### src/rtl/sfrs_pkg.sv
// Shared types and constants for the serial frame receiver / scaler.
// Covers status codes, framing constants, queue entry layout and the fixed-point scaling constants.
// No dependencies.
`timescale 1ns / 1ps

package sfrs_pkg;

  // Result status codes. ST_CHAN also tags a good power frame in the queue.
  typedef enum logic [2:0] {
    ST_RECORD  = 3'd0,
    ST_END     = 3'd1,
    ST_CHAN    = 3'd2,
    ST_BAD     = 3'd3,
    ST_UNKNOWN = 3'd4
  } status_t;

  // Framing modes of the message kind register
  localparam logic [7:0] KIND_RECORD = 8'd1;
  localparam logic [7:0] KIND_POWER  = 8'd2;

  // Record stream framing
  localparam logic [4:0]  RECORD_LEN = 5'd6;
  localparam logic [4:0]  END_POS    = 5'd3;
  localparam logic [23:0] END_MARK   = 24'hFFDDFF;

  // Power frame framing
  localparam logic [4:0] FRAME_LEN   = 5'd17;
  localparam logic [4:0] CHECK_POS   = 5'd16;
  localparam logic [4:0] PAYLOAD_POS = 5'd2;
  localparam logic [7:0] HDR_BYTE0   = 8'h54;
  localparam logic [7:0] HDR_BYTE1   = 8'h01;
  localparam int         PAYLOAD_LEN = 14;
  localparam int         PAYLOAD_W   = PAYLOAD_LEN * 8;

  // Channels per good frame; channels below BIG_CHANS get the x3 factor
  localparam logic [2:0] LAST_CHAN = 3'd6;
  localparam logic [2:0] BIG_CHANS = 3'd4;

  // Default depth of the front/back queue
  localparam int QUEUE_DEPTH = 4;

  // volts_fixed = round(2^24 * m * d / 102375) with d = 2*raw - 4095.
  // m = 3 reduces to a divide by 34125, m = 1 to a divide by 102375.
  localparam logic signed [17:0] RAW_OFFSET = 18'sd4095;
  localparam logic [17:0] DIV_M3  = 18'd34125;
  localparam logic [17:0] DIV_M1  = 18'd102375;
  localparam int          REC_SH  = 20;
  localparam logic [28:0] REC_M3  = 29'((64'd1 << (24 + REC_SH)) / 64'd34125);
  localparam logic [28:0] REC_M1  = 29'((64'd1 << (24 + REC_SH)) / 64'd102375);
  localparam logic [17:0] HALF_M3 = 18'((34125 + 1) / 2);
  localparam logic [17:0] HALF_M1 = 18'((102375 + 1) / 2);
  localparam logic [17:0] TRI_M3  = 18'((3 * 34125 + 1) / 2);
  localparam logic [17:0] TRI_M1  = 18'((3 * 102375 + 1) / 2);

  // One command from the framer to the result engine
  typedef struct packed {
    status_t                op;
    logic [PAYLOAD_W-1:0]   data;   // record in [47:0], or frame bytes 2..15
  } q_entry_t;

  // Queue status seen by both sides
  typedef struct packed {
    logic not_empty;
    logic full;
  } q_status_t;

  // Side fields carried along the scaling pipeline
  typedef struct packed {
    status_t     status;
    logic [47:0] word;
    logic [2:0]  channel;
    logic        last;
    logic        neg;
    logic        big;
  } meta_t;

endpackage

### src/rtl/sfrs_front.sv
// Front end: message kind register, byte framing, header and checksum checks.
// Pushes one command per completed record, end marker, frame or rejected byte. Uses sfrs_pkg.
`timescale 1ns / 1ps

module sfrs_front (
  input  logic                 clk,
  input  logic                 rst_n,
  input  logic                 cfg_we,
  input  logic [7:0]           cfg_message_kind,
  input  logic                 in_valid,
  output logic                 in_ready,
  input  logic [7:0]           in_rx_byte,
  input  sfrs_pkg::q_status_t  q_st,
  output logic                 push,
  output sfrs_pkg::q_entry_t   push_entry
);
  import sfrs_pkg::*;

  logic [7:0]  kind_r, kind_nxt;
  logic [4:0]  pos_r, pos_nxt;
  logic [47:0] shift_r, shift_nxt;
  logic [7:0]  xor_r, xor_nxt;
  logic        hdr_r, hdr_nxt;
  logic [7:0]  payload_r [PAYLOAD_LEN];

  logic        accept;
  logic        pl_we;
  logic [3:0]  pl_idx;
  logic [4:0]  base_pos;
  logic [47:0] base_shift;
  logic [7:0]  base_xor;
  logic        base_hdr;
  logic [47:0] sh;
  logic [4:0]  pos_inc;
  logic [PAYLOAD_W-1:0] payload_vec;

  // a register write takes the cycle, so no byte is taken alongside it
  assign in_ready = !q_st.full && !cfg_we;
  assign accept   = in_valid && in_ready;

  // Frame bytes 2..15 packed first byte most significant
  always_comb begin
    for (int i = 0; i < PAYLOAD_LEN; i++) begin
      payload_vec[PAYLOAD_W-1-8*i -: 8] = payload_r[i];
    end
  end

  // Framing next state and command generation
  always_comb begin
    kind_nxt   = kind_r;
    pos_nxt    = pos_r;
    shift_nxt  = shift_r;
    xor_nxt    = xor_r;
    hdr_nxt    = hdr_r;
    push       = 1'b0;
    push_entry = '{op: ST_UNKNOWN, data: '0};
    pl_we      = 1'b0;
    pl_idx     = '0;
    base_pos   = pos_r;
    base_shift = shift_r;
    base_xor   = xor_r;
    base_hdr   = hdr_r;
    sh         = '0;
    pos_inc    = '0;

    if (cfg_we) begin
      // register write restarts framing
      kind_nxt  = cfg_message_kind;
      pos_nxt   = '0;
      shift_nxt = '0;
      xor_nxt   = '0;
      hdr_nxt   = 1'b1;
    end else if (accept) begin
      priority if (kind_r == KIND_RECORD) begin
        if (pos_r >= RECORD_LEN) begin
          base_pos   = '0;
          base_shift = '0;
        end
        sh      = {base_shift[39:0], in_rx_byte};
        pos_inc = base_pos + 5'd1;
        if (pos_inc == END_POS && sh[23:0] == END_MARK) begin
          // end-of-run marker replaces the record
          pos_nxt    = '0;
          shift_nxt  = '0;
          xor_nxt    = '0;
          hdr_nxt    = 1'b1;
          push       = 1'b1;
          push_entry = '{op: ST_END, data: '0};
        end else if (pos_inc == RECORD_LEN) begin
          pos_nxt    = '0;
          shift_nxt  = sh;
          push       = 1'b1;
          push_entry = '{op: ST_RECORD, data: PAYLOAD_W'(sh)};
        end else begin
          pos_nxt   = pos_inc;
          shift_nxt = sh;
        end
      end else if (kind_r == KIND_POWER) begin
        if (pos_r >= FRAME_LEN) begin
          base_pos = '0;
          base_xor = '0;
          base_hdr = 1'b1;
        end
        if (base_pos < CHECK_POS) begin
          hdr_nxt = base_hdr;
          if (base_pos == 5'd0 && in_rx_byte != HDR_BYTE0) hdr_nxt = 1'b0;
          if (base_pos == 5'd1 && in_rx_byte != HDR_BYTE1) hdr_nxt = 1'b0;
          if (base_pos >= PAYLOAD_POS) begin
            pl_we  = 1'b1;
            pl_idx = 4'(base_pos - PAYLOAD_POS);
          end
          xor_nxt = base_xor ^ in_rx_byte;
          pos_nxt = base_pos + 5'd1;
        end else begin
          // checksum byte: close the frame
          pos_nxt   = '0;
          shift_nxt = '0;
          xor_nxt   = '0;
          hdr_nxt   = 1'b1;
          push      = 1'b1;
          if (base_hdr && base_xor == in_rx_byte) begin
            push_entry = '{op: ST_CHAN, data: payload_vec};
          end else begin
            push_entry = '{op: ST_BAD, data: '0};
          end
        end
      end else begin
        push       = 1'b1;
        push_entry = '{op: ST_UNKNOWN, data: '0};
      end
    end
  end

  // Control state
  always_ff @(posedge clk) begin
    if (!rst_n) begin
      kind_r  <= '0;
      pos_r   <= '0;
      shift_r <= '0;
      xor_r   <= '0;
      hdr_r   <= 1'b1;
    end else begin
      kind_r  <= kind_nxt;
      pos_r   <= pos_nxt;
      shift_r <= shift_nxt;
      xor_r   <= xor_nxt;
      hdr_r   <= hdr_nxt;
    end
  end

  // Frame payload bytes, written before every read
  always_ff @(posedge clk) begin
    if (pl_we) begin
      payload_r[pl_idx] <= in_rx_byte;
    end
  end

  a_pos_in_frame: assert property (@(posedge clk) disable iff (!rst_n)
    pos_r < FRAME_LEN) else $error("frame position past frame length");

  a_record_pos: assert property (@(posedge clk) disable iff (!rst_n)
    (kind_r == KIND_RECORD) |-> (pos_r < RECORD_LEN))
    else $error("record position past record length");

endmodule

### src/rtl/sfrs_queue.sv
// Short command queue between the framer and the result engine.
// Register array with wrap-around pointers. Uses sfrs_pkg.
`timescale 1ns / 1ps

module sfrs_queue #(
  parameter int DEPTH = sfrs_pkg::QUEUE_DEPTH
) (
  input  logic                 clk,
  input  logic                 rst_n,
  input  logic                 push,
  input  sfrs_pkg::q_entry_t   push_entry,
  input  logic                 pop,
  output sfrs_pkg::q_entry_t   head,
  output sfrs_pkg::q_status_t  st
);
  import sfrs_pkg::*;

  localparam int PTR_W = $clog2(DEPTH);
  localparam int CNT_W = $clog2(DEPTH + 1);

  q_entry_t          mem_r [DEPTH];
  logic [PTR_W-1:0]  wr_ptr_r, wr_ptr_nxt;
  logic [PTR_W-1:0]  rd_ptr_r, rd_ptr_nxt;
  logic [CNT_W-1:0]  cnt_r, cnt_nxt;

  assign head         = mem_r[rd_ptr_r];
  assign st.not_empty = (cnt_r != '0);
  assign st.full      = (cnt_r == CNT_W'(DEPTH));

  // Pointer and fill count update
  always_comb begin
    wr_ptr_nxt = wr_ptr_r;
    rd_ptr_nxt = rd_ptr_r;
    cnt_nxt    = cnt_r;
    if (push) begin
      wr_ptr_nxt = (wr_ptr_r == PTR_W'(DEPTH - 1)) ? '0 : wr_ptr_r + 1'b1;
    end
    if (pop) begin
      rd_ptr_nxt = (rd_ptr_r == PTR_W'(DEPTH - 1)) ? '0 : rd_ptr_r + 1'b1;
    end
    if (push && !pop) cnt_nxt = cnt_r + 1'b1;
    else if (pop && !push) cnt_nxt = cnt_r - 1'b1;
  end

  always_ff @(posedge clk) begin
    if (!rst_n) begin
      wr_ptr_r <= '0;
      rd_ptr_r <= '0;
      cnt_r    <= '0;
    end else begin
      wr_ptr_r <= wr_ptr_nxt;
      rd_ptr_r <= rd_ptr_nxt;
      cnt_r    <= cnt_nxt;
    end
  end

  // Entry storage
  always_ff @(posedge clk) begin
    if (push) begin
      mem_r[wr_ptr_r] <= push_entry;
    end
  end

  a_no_overflow: assert property (@(posedge clk) disable iff (!rst_n)
    !(push && st.full && !pop)) else $error("queue write while full");

endmodule

### src/rtl/sfrs_back.sv
// Result engine: expands queued commands into results, scales power channels
// through a three-stage reciprocal-multiply pipeline into an output register.
// Uses sfrs_pkg.
`timescale 1ns / 1ps

module sfrs_back (
  input  logic                 clk,
  input  logic                 rst_n,
  input  sfrs_pkg::q_status_t  q_st,
  input  sfrs_pkg::q_entry_t   q_head,
  output logic                 q_pop,
  output logic                 out_valid,
  input  logic                 out_ready,
  output logic [2:0]           out_status,
  output logic [47:0]          out_record_word,
  output logic [2:0]           out_channel,
  output logic signed [26:0]   out_volts_fixed,
  output logic                 out_last
);
  import sfrs_pkg::*;

  logic        adv, issue, is_frame;
  logic [2:0]  ch_r, ch_nxt;
  logic [6:0]  raw_lsb;
  logic [15:0] raw;
  logic signed [17:0] d;
  meta_t       m0;
  logic [16:0] mag0;

  // stage registers
  logic        s0_v_r, s1_v_r, s2_v_r, out_v_r;
  meta_t       s0_m_r, s1_m_r, s2_m_r, out_m_r;
  logic [16:0] s0_mag_r;
  logic [25:0] s1_q_r, s2_q_r;
  logic [17:0] s2_rem_r;
  logic signed [26:0] out_volts_r;

  logic [45:0] prod1;
  logic [35:0] prod2;
  logic [17:0] rem;
  logic [1:0]  inc;
  logic [26:0] qr;
  logic signed [26:0] volts;

  // Whole pipeline moves when the output register can take a new result
  assign adv      = !out_v_r || out_ready;
  assign issue    = adv && q_st.not_empty;
  assign is_frame = (q_head.op == ST_CHAN);
  assign q_pop    = issue && (!is_frame || ch_r == LAST_CHAN);

  // Issue: pick channel word, offset to signed d, split sign and magnitude
  assign raw_lsb = {3'(3'd6 - ch_r), 4'd0};
  assign raw     = q_head.data[raw_lsb +: 16];
  assign d       = $signed({1'b0, raw, 1'b0}) - RAW_OFFSET;

  always_comb begin
    ch_nxt = ch_r;
    if (issue && is_frame) begin
      ch_nxt = (ch_r == LAST_CHAN) ? 3'd0 : ch_r + 3'd1;
    end
    m0.status  = q_head.op;
    m0.word    = (q_head.op == ST_RECORD) ? q_head.data[47:0] : 48'd0;
    m0.channel = is_frame ? ch_r : 3'd0;
    m0.last    = !is_frame || (ch_r == LAST_CHAN);
    m0.neg     = d[17];
    m0.big     = (ch_r < BIG_CHANS);
    mag0       = 17'(d[17] ? -d : d);
  end

  // Stage 1: quotient estimate by reciprocal multiply
  assign prod1 = 46'(s0_mag_r) * 46'(s0_m_r.big ? REC_M3 : REC_M1);

  // Stage 2: remainder, only its low bits are needed since it stays below 2*div
  assign prod2 = 36'(s1_q_r[17:0]) * 36'(s1_m_r.big ? DIV_M3 : DIV_M1);
  assign rem   = 18'd0 - prod2[17:0];

  // Stage 3: correct estimate and round to nearest, then apply sign
  always_comb begin
    inc = 2'(s2_rem_r >= (s2_m_r.big ? HALF_M3 : HALF_M1))
        + 2'(s2_rem_r >= (s2_m_r.big ? TRI_M3 : TRI_M1));
    qr  = 27'(s2_q_r) + 27'(inc);
    if (s2_m_r.status != ST_CHAN) begin
      volts = '0;
    end else if (s2_m_r.neg) begin
      volts = -$signed(qr);
    end else begin
      volts = $signed(qr);
    end
  end

  // Valid bits and channel counter
  always_ff @(posedge clk) begin
    if (!rst_n) begin
      ch_r    <= '0;
      s0_v_r  <= 1'b0;
      s1_v_r  <= 1'b0;
      s2_v_r  <= 1'b0;
      out_v_r <= 1'b0;
    end else begin
      ch_r <= ch_nxt;
      if (adv) begin
        s0_v_r  <= issue;
        s1_v_r  <= s0_v_r;
        s2_v_r  <= s1_v_r;
        out_v_r <= s2_v_r;
      end
    end
  end

  // Pipeline data
  always_ff @(posedge clk) begin
    if (adv) begin
      s0_m_r      <= m0;
      s0_mag_r    <= mag0;
      s1_m_r      <= s0_m_r;
      s1_q_r      <= prod1[45:20];
      s2_m_r      <= s1_m_r;
      s2_q_r      <= s1_q_r;
      s2_rem_r    <= rem;
      out_m_r     <= s2_m_r;
      out_volts_r <= volts;
    end
  end

  assign out_valid       = out_v_r;
  assign out_status      = out_m_r.status;
  assign out_record_word = out_m_r.word;
  assign out_channel     = out_m_r.channel;
  assign out_volts_fixed = out_volts_r;
  assign out_last        = out_m_r.last;

  a_chan_only_frame: assert property (@(posedge clk) disable iff (!rst_n)
    (ch_r != 3'd0) |-> (q_st.not_empty && q_head.op == ST_CHAN))
    else $error("channel counter running without a frame at queue head");

  a_last_flag: assert property (@(posedge clk) disable iff (!rst_n)
    out_v_r |-> (out_m_r.last == (out_m_r.status != ST_CHAN ||
                                  out_m_r.channel == LAST_CHAN)))
    else $error("last flag does not match result kind");

endmodule

### src/rtl/serial_frame_receiver_scaler.sv
// Serial frame receiver and scaler: one byte per cycle in while in_ready is high, records or channels out.
// Path from byte transfer to result: through queue, 3 scaling stages, output reg.
// Throughput: one byte per cycle while in_ready; one result per cycle while out_ready, a good frame gives 7 in a row.
// The command queue (QUEUE_DEPTH entries) absorbs output stalls; in_ready drops when full.
// Reset (rst_n, synchronous) clears message kind to 0, framing state and all valid bits.
`timescale 1ns / 1ps

module serial_frame_receiver_scaler #(
  parameter int QUEUE_DEPTH = sfrs_pkg::QUEUE_DEPTH
) (
  input  logic               clk,
  input  logic               rst_n,
  input  logic               cfg_we,
  input  logic [7:0]         cfg_message_kind,
  input  logic               in_valid,
  output logic               in_ready,
  input  logic [7:0]         in_rx_byte,
  output logic               out_valid,
  input  logic               out_ready,
  output logic [2:0]         out_status,
  output logic [47:0]        out_record_word,
  output logic [2:0]         out_channel,
  output logic signed [26:0] out_volts_fixed,
  output logic               out_last
);
  import sfrs_pkg::*;

  q_status_t q_st;
  q_entry_t  push_entry, q_head;
  logic      push, q_pop;

  sfrs_front u_front (
    .clk              (clk),
    .rst_n            (rst_n),
    .cfg_we           (cfg_we),
    .cfg_message_kind (cfg_message_kind),
    .in_valid         (in_valid),
    .in_ready         (in_ready),
    .in_rx_byte       (in_rx_byte),
    .q_st             (q_st),
    .push             (push),
    .push_entry       (push_entry)
  );

  sfrs_queue #(
    .DEPTH (QUEUE_DEPTH)
  ) u_queue (
    .clk        (clk),
    .rst_n      (rst_n),
    .push       (push),
    .push_entry (push_entry),
    .pop        (q_pop),
    .head       (q_head),
    .st         (q_st)
  );

  sfrs_back u_back (
    .clk             (clk),
    .rst_n           (rst_n),
    .q_st            (q_st),
    .q_head          (q_head),
    .q_pop           (q_pop),
    .out_valid       (out_valid),
    .out_ready       (out_ready),
    .out_status      (out_status),
    .out_record_word (out_record_word),
    .out_channel     (out_channel),
    .out_volts_fixed (out_volts_fixed),
    .out_last        (out_last)
  );

endmodule

### config.mk
export PLATFORM = sky130hd
export DESIGN_NAME = serial_frame_receiver_scaler
export DESIGN_NICKNAME = d
export VERILOG_FILES = /design/src/rtl/sfrs_pkg.sv /design/src/rtl/sfrs_front.sv /design/src/rtl/sfrs_queue.sv /design/src/rtl/sfrs_back.sv /design/src/rtl/serial_frame_receiver_scaler.sv
export SDC_FILE = /design/constraint.sdc
export NUM_CORES = 2
export LEC_CHECK = 0
export BUFFER_PORTS_ARGS = -buffer_cell sky130_fd_sc_hd__buf_2
export CORE_MARGIN = 2
export CORE_UTILIZATION = 45
export DETAILED_ROUTE_END_ITERATION = 6
export PLACE_DENSITY = 0.61
export SETUP_SLACK_MARGIN = 0.02
export SLEW_MARGIN = 20
export SYNTH_ARGS = -nofsm -noshare
export SYNTH_HDL_FRONTEND = slang
export SYNTH_SLANG_ARGS = --single-unit
### constraint.sdc
create_clock -name clk -period 7.45 [get_ports clk]
set_input_delay 0.745 -clock clk [delete_from_list [all_inputs] [get_ports clk]]
set_output_delay 0.745 -clock clk [all_outputs]
set_load 0.05 [all_outputs]
# Word level (Yosys, flattened, before mapping)
# Memory sizes are Yosys's and may differ from the RTL's. A register that Yosys moved wholly into a read port is not among the register bits.
# Index checks and enable logic that the tools add are counted.
[totals] ram_bits=572 latchBits=0 n_memories=2 mem_bits_ro=0 input_bits=21 regBits=416 output_inout_bits=84 elab_cells=200
[mem_list] memory="u_queue.mem_r" words=4 width=115 rd=1 rd_ports_with_merged_regs=1 wr=1 line="sfrs_queue.sv:21" text="q_entry_t mem_r [DEPTH];"
[mem_list] memory="u_front.payload_r" words=14 width=8 rd=14 rd_ports_with_merged_regs=0 wr=1 line="sfrs_front.sv:24" text="logic [7:0] payload_r [PAYLOAD_LEN];"
[op_classes] n_reduce_logical=28 n_eq_ne=17 n_shift=1 muxes=86 multipliers=2 order_cmp=7 n_bitwise=2 add_sub_neg=15 div_mod_pow=0
[op_table] op="115-bit two-way mux" n=7
[op_table] op="40-bit two-way mux" n=8
[op_table] op="113-bit two-way mux" n=1
[op_table] op="112-bit by 8-bit variable part select with 16-bit output" n=1
[op_table] op="8-bit two-way mux" n=9
[op_table] op="5-bit two-way mux" n=14
[op_table] op="17-bit by 46-bit multiplier with 46-bit output" n=1
[op_table] op="18-bit greater-or-equal comparator" n=2
[op_table] op="18-bit by 36-bit multiplier with 18-bit output" n=1
[op_table] op="17-bit two-way mux" n=2
[op_table] op="29-bit two-way mux" n=1
[op_table] op="1-bit two-way mux" n=28
[op_table] op="26-bit by 2-bit adder with 27-bit output" n=1
[op_table] op="27-bit two-way mux" n=1
[op_table] op="27-bit negator" n=1
[op_table] op="24-bit equality test (second input constant)" n=1
[op_table] op="4-bit two-way mux" n=6
[op_table] op="18-bit two-way mux" n=1
[op_table] op="1-bit by 18-bit subtractor with 18-bit output (first input constant)" n=1
[op_table] op="17-bit by 12-bit subtractor with 18-bit output (second input constant)" n=1
[op_table] op="17-bit negator" n=1
[op_table] op="16-bit two-way mux" n=1
[op_table] op="1-bit logical AND" n=11
[op_table] op="5-bit by 1-bit adder with 5-bit output (second input constant)" n=2
[op_table] op="other kinds (38)" n=55

# Depth between registers and ports, before layout
[depth] ltp_word=17 mapped_depth=25 ltp_nobuf=23

# Modules after synthesis
# Synthesis repeated with hierarchy kept, for this count alone.
[hier_totals] hier_cells=3500 area_unflattened_um2=51573.2
[modules_own_cells] mod="sfrs_back" cells_per_inst=2228 seq_area_each_um2=10289.9 area_each_um2=26803.2 instances=1
[modules_own_cells] mod="sfrs_queue" cells_per_inst=645 seq_area_each_um2=13993.4 area_each_um2=17028.8 instances=1
[modules_own_cells] mod="sfrs_front" cells_per_inst=627 seq_area_each_um2=4604.4 area_each_um2=7741.2 instances=1

# Worst setup path after synthesis
# No wires, ideal clock.
[synth_timing] path_kind="in2reg" startpoint="in out_ready" endpoint="reg u_back.out_m_r, in the netlist u_back.out_channel[0], enable pin" required_time_ns=6.761 stages=2 arrival_ns=7.381 setup_slack_ns=-0.619 setup_time_ns=0.689 n_path_buf=0 path_cell_list="nor2b_1 inv_1"
[synth_via] elab_chain_len=1
[synth_rtl] element="start, declared" line="serial_frame_receiver_scaler.sv:19" text="input logic out_ready,"
[synth_rtl] element="1-bit logical OR" line="sfrs_back.sv:46" text="assign adv = !out_v_r || out_ready;"
[synth_rtl] element="named net u_back.adv" line="sfrs_back.sv:22" text="logic adv, issue, is_frame;"
[synth_rtl] element="end signal, assigned" line="sfrs_back.sv:120" text="out_m_r <= s2_m_r;"
[synth_rtl] element="end, declared" line="sfrs_back.sv:32" text="meta_t s0_m_r, s1_m_r, s2_m_r, out_m_r;"
# The timed path passes the listed nets, and every way through them passes these cells.
# A chain may end at the register's enable or synchronous reset.

# Worst setup path after layout
[layout_timing] startpoint="reg u_back.s0_m_r[0] in the netlist's numbering" endpoint="reg u_back.s1_q_r[25] (data pin)"
[layout_via] elab_chain_len=2
[layout_rtl] element="start, declared" line="sfrs_back.sv:32"
[layout_rtl] element="start signal, assigned" line="sfrs_back.sv:113" text="s0_m_r <= m0;"
[layout_rtl] element="29-bit two-way mux" line="sfrs_back.sv:71" text="assign prod1 = 46'(s0_mag_r) * 46'(s0_m_r.big ? REC_M3 : REC_M1);"
[layout_rtl] element="17-bit by 46-bit multiplier with 46-bit output" line="sfrs_back.sv:71"
[layout_rtl] element="named net u_back.prod1[45]" line="sfrs_back.sv:38" text="logic [45:0] prod1;"
[layout_rtl] element="end signal, assigned" line="sfrs_back.sv:116" text="s1_q_r <= prod1[45:20];"
[layout_rtl] element="end, declared" line="sfrs_back.sv:34" text="logic [25:0] s1_q_r, s2_q_r;"
# The timed path passes the listed nets, and every way through them passes these cells.

==> out/qor.csv <==
stage,metric,value,unit
outcome,outcome,"complete, no violations",
worst_setup_path,setup.worst_path.end_class,flip-flop,
worst_setup_path,critical_path.most_common_cell,sky130_fd_sc_hd__fa_1,
worst_setup_path,timing.critical_path.cells,buf_4 > and2_1 > fa_1 > fa_1 > inv_1 > fa_1 > inv_1 > fa_1 > fa_1 > inv_1 > fa_1 > inv_1 > ha_1 > nand4_1 > nor3_1 > nand3_1 > o2111ai_1 > a41oi_1 > nor2_1 > o31ai_1 > xnor2_1,
yosys,ys_seq_elements,988,
yosys,netlist_area,52000,sq um
clocking,cts-root-buf,sky130_fd_sc_hd__clkbuf_16,
final_layout,flow.area_growth_from_synthesis,10.7,%
drt,drt_drc_violations_left,0,
timing,fin_crit_sh,0.931,
floorplan,initial_core_util,0.454,
yosys,netlist.area_leader.share,0.526,
drt,vias_per_cell,5.30,
worst_setup_path,startpoint_type,flip-flop,
yosys,netlist_instances,3646,
timing,hold_ws,0.327,ns
global_route,grt_antenna_before_repair,5,
drt,routed_wire_length_per_instance,21.5,um
timing,setup_viol_count_final,0,
final_layout,num-fill-cells,9758,
final_layout,num-nets-final,4379,
yosys,yosys.cell_types.count,84,
yosys,synth_enable_flop_cells,910,
worst_setup_path,cp_max_fo,9,
timing,setup_tns,0,ns
final_layout,leading_cell_type_in_the_layout_fill_and_taps_excluded,sky130_fd_sc_hd__edfxtp_1,
drt,via_count,28400,
clocking,cts_made_buffers,102,
worst_setup_path,crit_arrival,7.35,ns
clocking,clock-sinks,988,
yosys,synthesized_net_count,4261,
place,pre_cts_slack,0.541,ns
yosys,netlist.top_cell.by_area,sky130_fd_sc_hd__edfxtp_1,
yosys,synthTopCellsByArea,"sky130_fd_sc_hd__edfxtp_1 53%, sky130_fd_sc_hd__fa_1 11%, sky130_fd_sc_hd__ha_1 7.3%, sky130_fd_sc_hd__mux4_2 5.5%, sky130_fd_sc_hd__inv_1 3.8%",
drt,detail_route.iter0.violations,2526,
clocking,cts.hold.buffers_added,0,
flow_run,maxCapViolations,0,
clocking,cts_tree,yes,
worst_setup_path,critPathRequiredTime,7.86,ns
final_layout,most-common-layout-cells,"910 x sky130_fd_sc_hd__edfxtp_1, 531 x sky130_fd_sc_hd__inv_1, 302 x sky130_fd_sc_hd__ha_1, 291 x sky130_fd_sc_hd__fa_1, 198 x sky130_fd_sc_hd__nor2_1",
floorplan,dieArea,118000,sq um
final_layout,drive_gt1_frac,0.126,
clocking,postCtsSetupRepairBufs,0,
clocking,cts-resized-gates,0,
timing,worst_slack,0.513,ns
global_route,grt.overflow.total,0,
worst_hold_path,min-delay-path-class,in2reg,
timing,clock-skew-final,0.0586,ns
yosys,yosysSeqAreaShare,0.556,
global_route,grt_pass1_vias,29000,
place,routabilityCongestion,0.946,
global_route,grt_pass1_wl,176,mm
worst_setup_path,critical_path.slowest_cell,sky130_fd_sc_hd__edfxtp_1,
timing,fmax,144,MHz
yosys,yosysWarningCount,0,
drt,route.antenna.remaining_nets,0,
place,numPortBuffers,104,
place,dp.final_hpwl,79.2,mm
floorplan,fp-row-count,124,
clocking,max-clock-path-buffers,3,
timing,rsz0062_at_grt,false,
timing,relative_max_transition_margin,0.223,
final_layout,post-route-util,0.502,
worst_setup_path,timing.critical_path.slowest_cell_delay,0.57,ns
timing,period_needed,6.94,ns
worst_setup_path,worstSetupPathType,reg2reg,
floorplan,die_height,344,um
global_route,grt_usage,0.197,
yosys,synth_area_per_cell,14.3,sq um
floorplan,die_width,344,um
drt,detailedRoute.firstPassIterationCount,7,
clocking,clock_tree.htree_level_count,3,
timing,hold_viol,0,
floorplan,top_level_ports,105,
timing,timing_worst_slew_pin_value,1.16,ns
final_layout,antenna-diode-count,0,
clocking,clock_latency,0.69,ns
yosys,share_of_flip_flops_with_an_asynchronous_set_or_reset,0,
drt,detail_route.wirelength,115,mm
yosys,dominantRegCellSynth,sky130_fd_sc_hd__edfxtp_1,
floorplan,placeableCoreArea,115000,sq um
clocking,clock_pin_slew_reported_for_the_worst_setup_and_hold_paths_after_clock_tree_synthesis,0.06,ns
timing,drv_slew,0,
global_route,grt_start_max_net_pins,162,
[through the flow]
step	instance area, sq um	instances
finish	57500	5364
global route	57500	5364
CTS	57500	5364
detailed placement	54300	5172
global placement	54300	5172
floorplan	52000	3646
[sequential cells by signal, indices dropped and copies added (netlist names), 2 cells and up, named ones only]
signal                  cells
u_back.ch_r                 3
u_back.out_channel          3
u_back.out_record_word     48
u_back.out_status           3
u_back.out_volts_fixed     27
u_back.s0_m_r              57
u_back.s0_mag_r            16
u_back.s1_m_r              57
u_back.s1_q_r              26
u_back.s2_m_r              57
u_back.s2_q_r              25
u_back.s2_rem_r            18
u_front.kind_r              8
u_front.payload_r         112
u_front.pos_r               5
u_front.shift_r            40
u_front.xor_r               8
u_queue.cnt_r               3
u_queue.mem_r             460
u_queue.rd_ptr_r            2
u_queue.wr_ptr_r            2
[cells in the mapped netlist (31+ instances only)]
master                     instances
sky130_fd_sc_hd__edfxtp_1        910
sky130_fd_sc_hd__inv_1           532
sky130_fd_sc_hd__ha_1            303
sky130_fd_sc_hd__fa_1            291
sky130_fd_sc_hd__nor2_1          198
sky130_fd_sc_hd__mux4_2          127
sky130_fd_sc_hd__nand2_1          97
sky130_fd_sc_hd__xnor2_1          96
sky130_fd_sc_hd__and3_1           87
sky130_fd_sc_hd__a21oi_1          84
sky130_fd_sc_hd__a22oi_1          83
sky130_fd_sc_hd__clkbuf_1         82
sky130_fd_sc_hd__and2_1           78
sky130_fd_sc_hd__dfxtp_1          78
sky130_fd_sc_hd__o21ai_0          57
sky130_fd_sc_hd__mux2i_1          51
sky130_fd_sc_hd__nand3_1          48
sky130_fd_sc_hd__xor2_1           44
sky130_fd_sc_hd__nor3_1           42
sky130_fd_sc_hd__buf_2            35
sky130_fd_sc_hd__nor2b_1          32
sky130_fd_sc_hd__nand2b_1         31
[metal layers]
| layer | track usage | routed length [um] | vias up |
|---|---|---|---|
| met3 | 0.0293 | 5930 | 157 |
| met4 | 0.0506 | 2650 | 4 |
| met1 | 0.284 | 52400 | 14400 |
| met5 | 0 | 22 | - |
| li1 | - | - | 13200 |
| met2 | 0.315 | 54100 | 716 |
[final timing paths]
kind | start | to | slack, ns | depth (start not counted)
setup / recovery | u_back.s0_m_r[0]$_DFFE_PP_ | u_back.s1_q_r[25]$_DFFE_PP_ | 0.51 | 21
setup reg to reg | u_back.s0_m_r[0]$_DFFE_PP_ | u_back.s1_q_r[25]$_DFFE_PP_ | 0.51 | 21
hold / removal | cfg_message_kind[0] | u_front.kind_r[0]$_SDFFE_PN0P_ | 0.33 | 3
hold reg to reg | u_back.s0_m_r[47]$_SDFFCE_PP0P_ | u_back.s1_m_r[47]$_DFFE_PP_ | 0.42 | 0
[kinds of logic after synthesis]
logic type | share of synthesized area
adder cells (fa/ha/maj) | 0.185
AND/OR/NAND/NOR | 0.0711
XOR/XNOR | 0.0239
multiplexers | 0.0660
AO/OA/AOI/OAI | 0.0478
flip-flops | 0.556
buffers and inverters | 0.0502
[final cells by class]
| class | instances | area, sq um | area share |
|---|---|---|---|
| clock inverters | 66 | 542 | 0.00942 |
| flip-flops and latches | 988 | 28900 | 0.502 |
| well taps | 1512 | 1890 | 0.0329 |
| multi-input cells | 1990 | 20500 | 0.357 |
| inverters | 532 | 2000 | 0.0348 |
| repair buffers | 150 | 953 | 0.0166 |
| clock buffers | 126 | 2700 | 0.0469 |
[critical path, delay by kind of cell, from the launching register on]
family / cells / cell delay, ns
simple gates: 5 / 1.16
compound gates: 3 / 0.95
xor+xnor: 1 / 0.13
flops: 1 / 0.57
fa+ha+maj: 7 / 3.40
buf+inv: 5 / 0.44
Power is not shown: default switching activity piles up to over one toggle a cycle in this logic, so the estimate is an artifact.
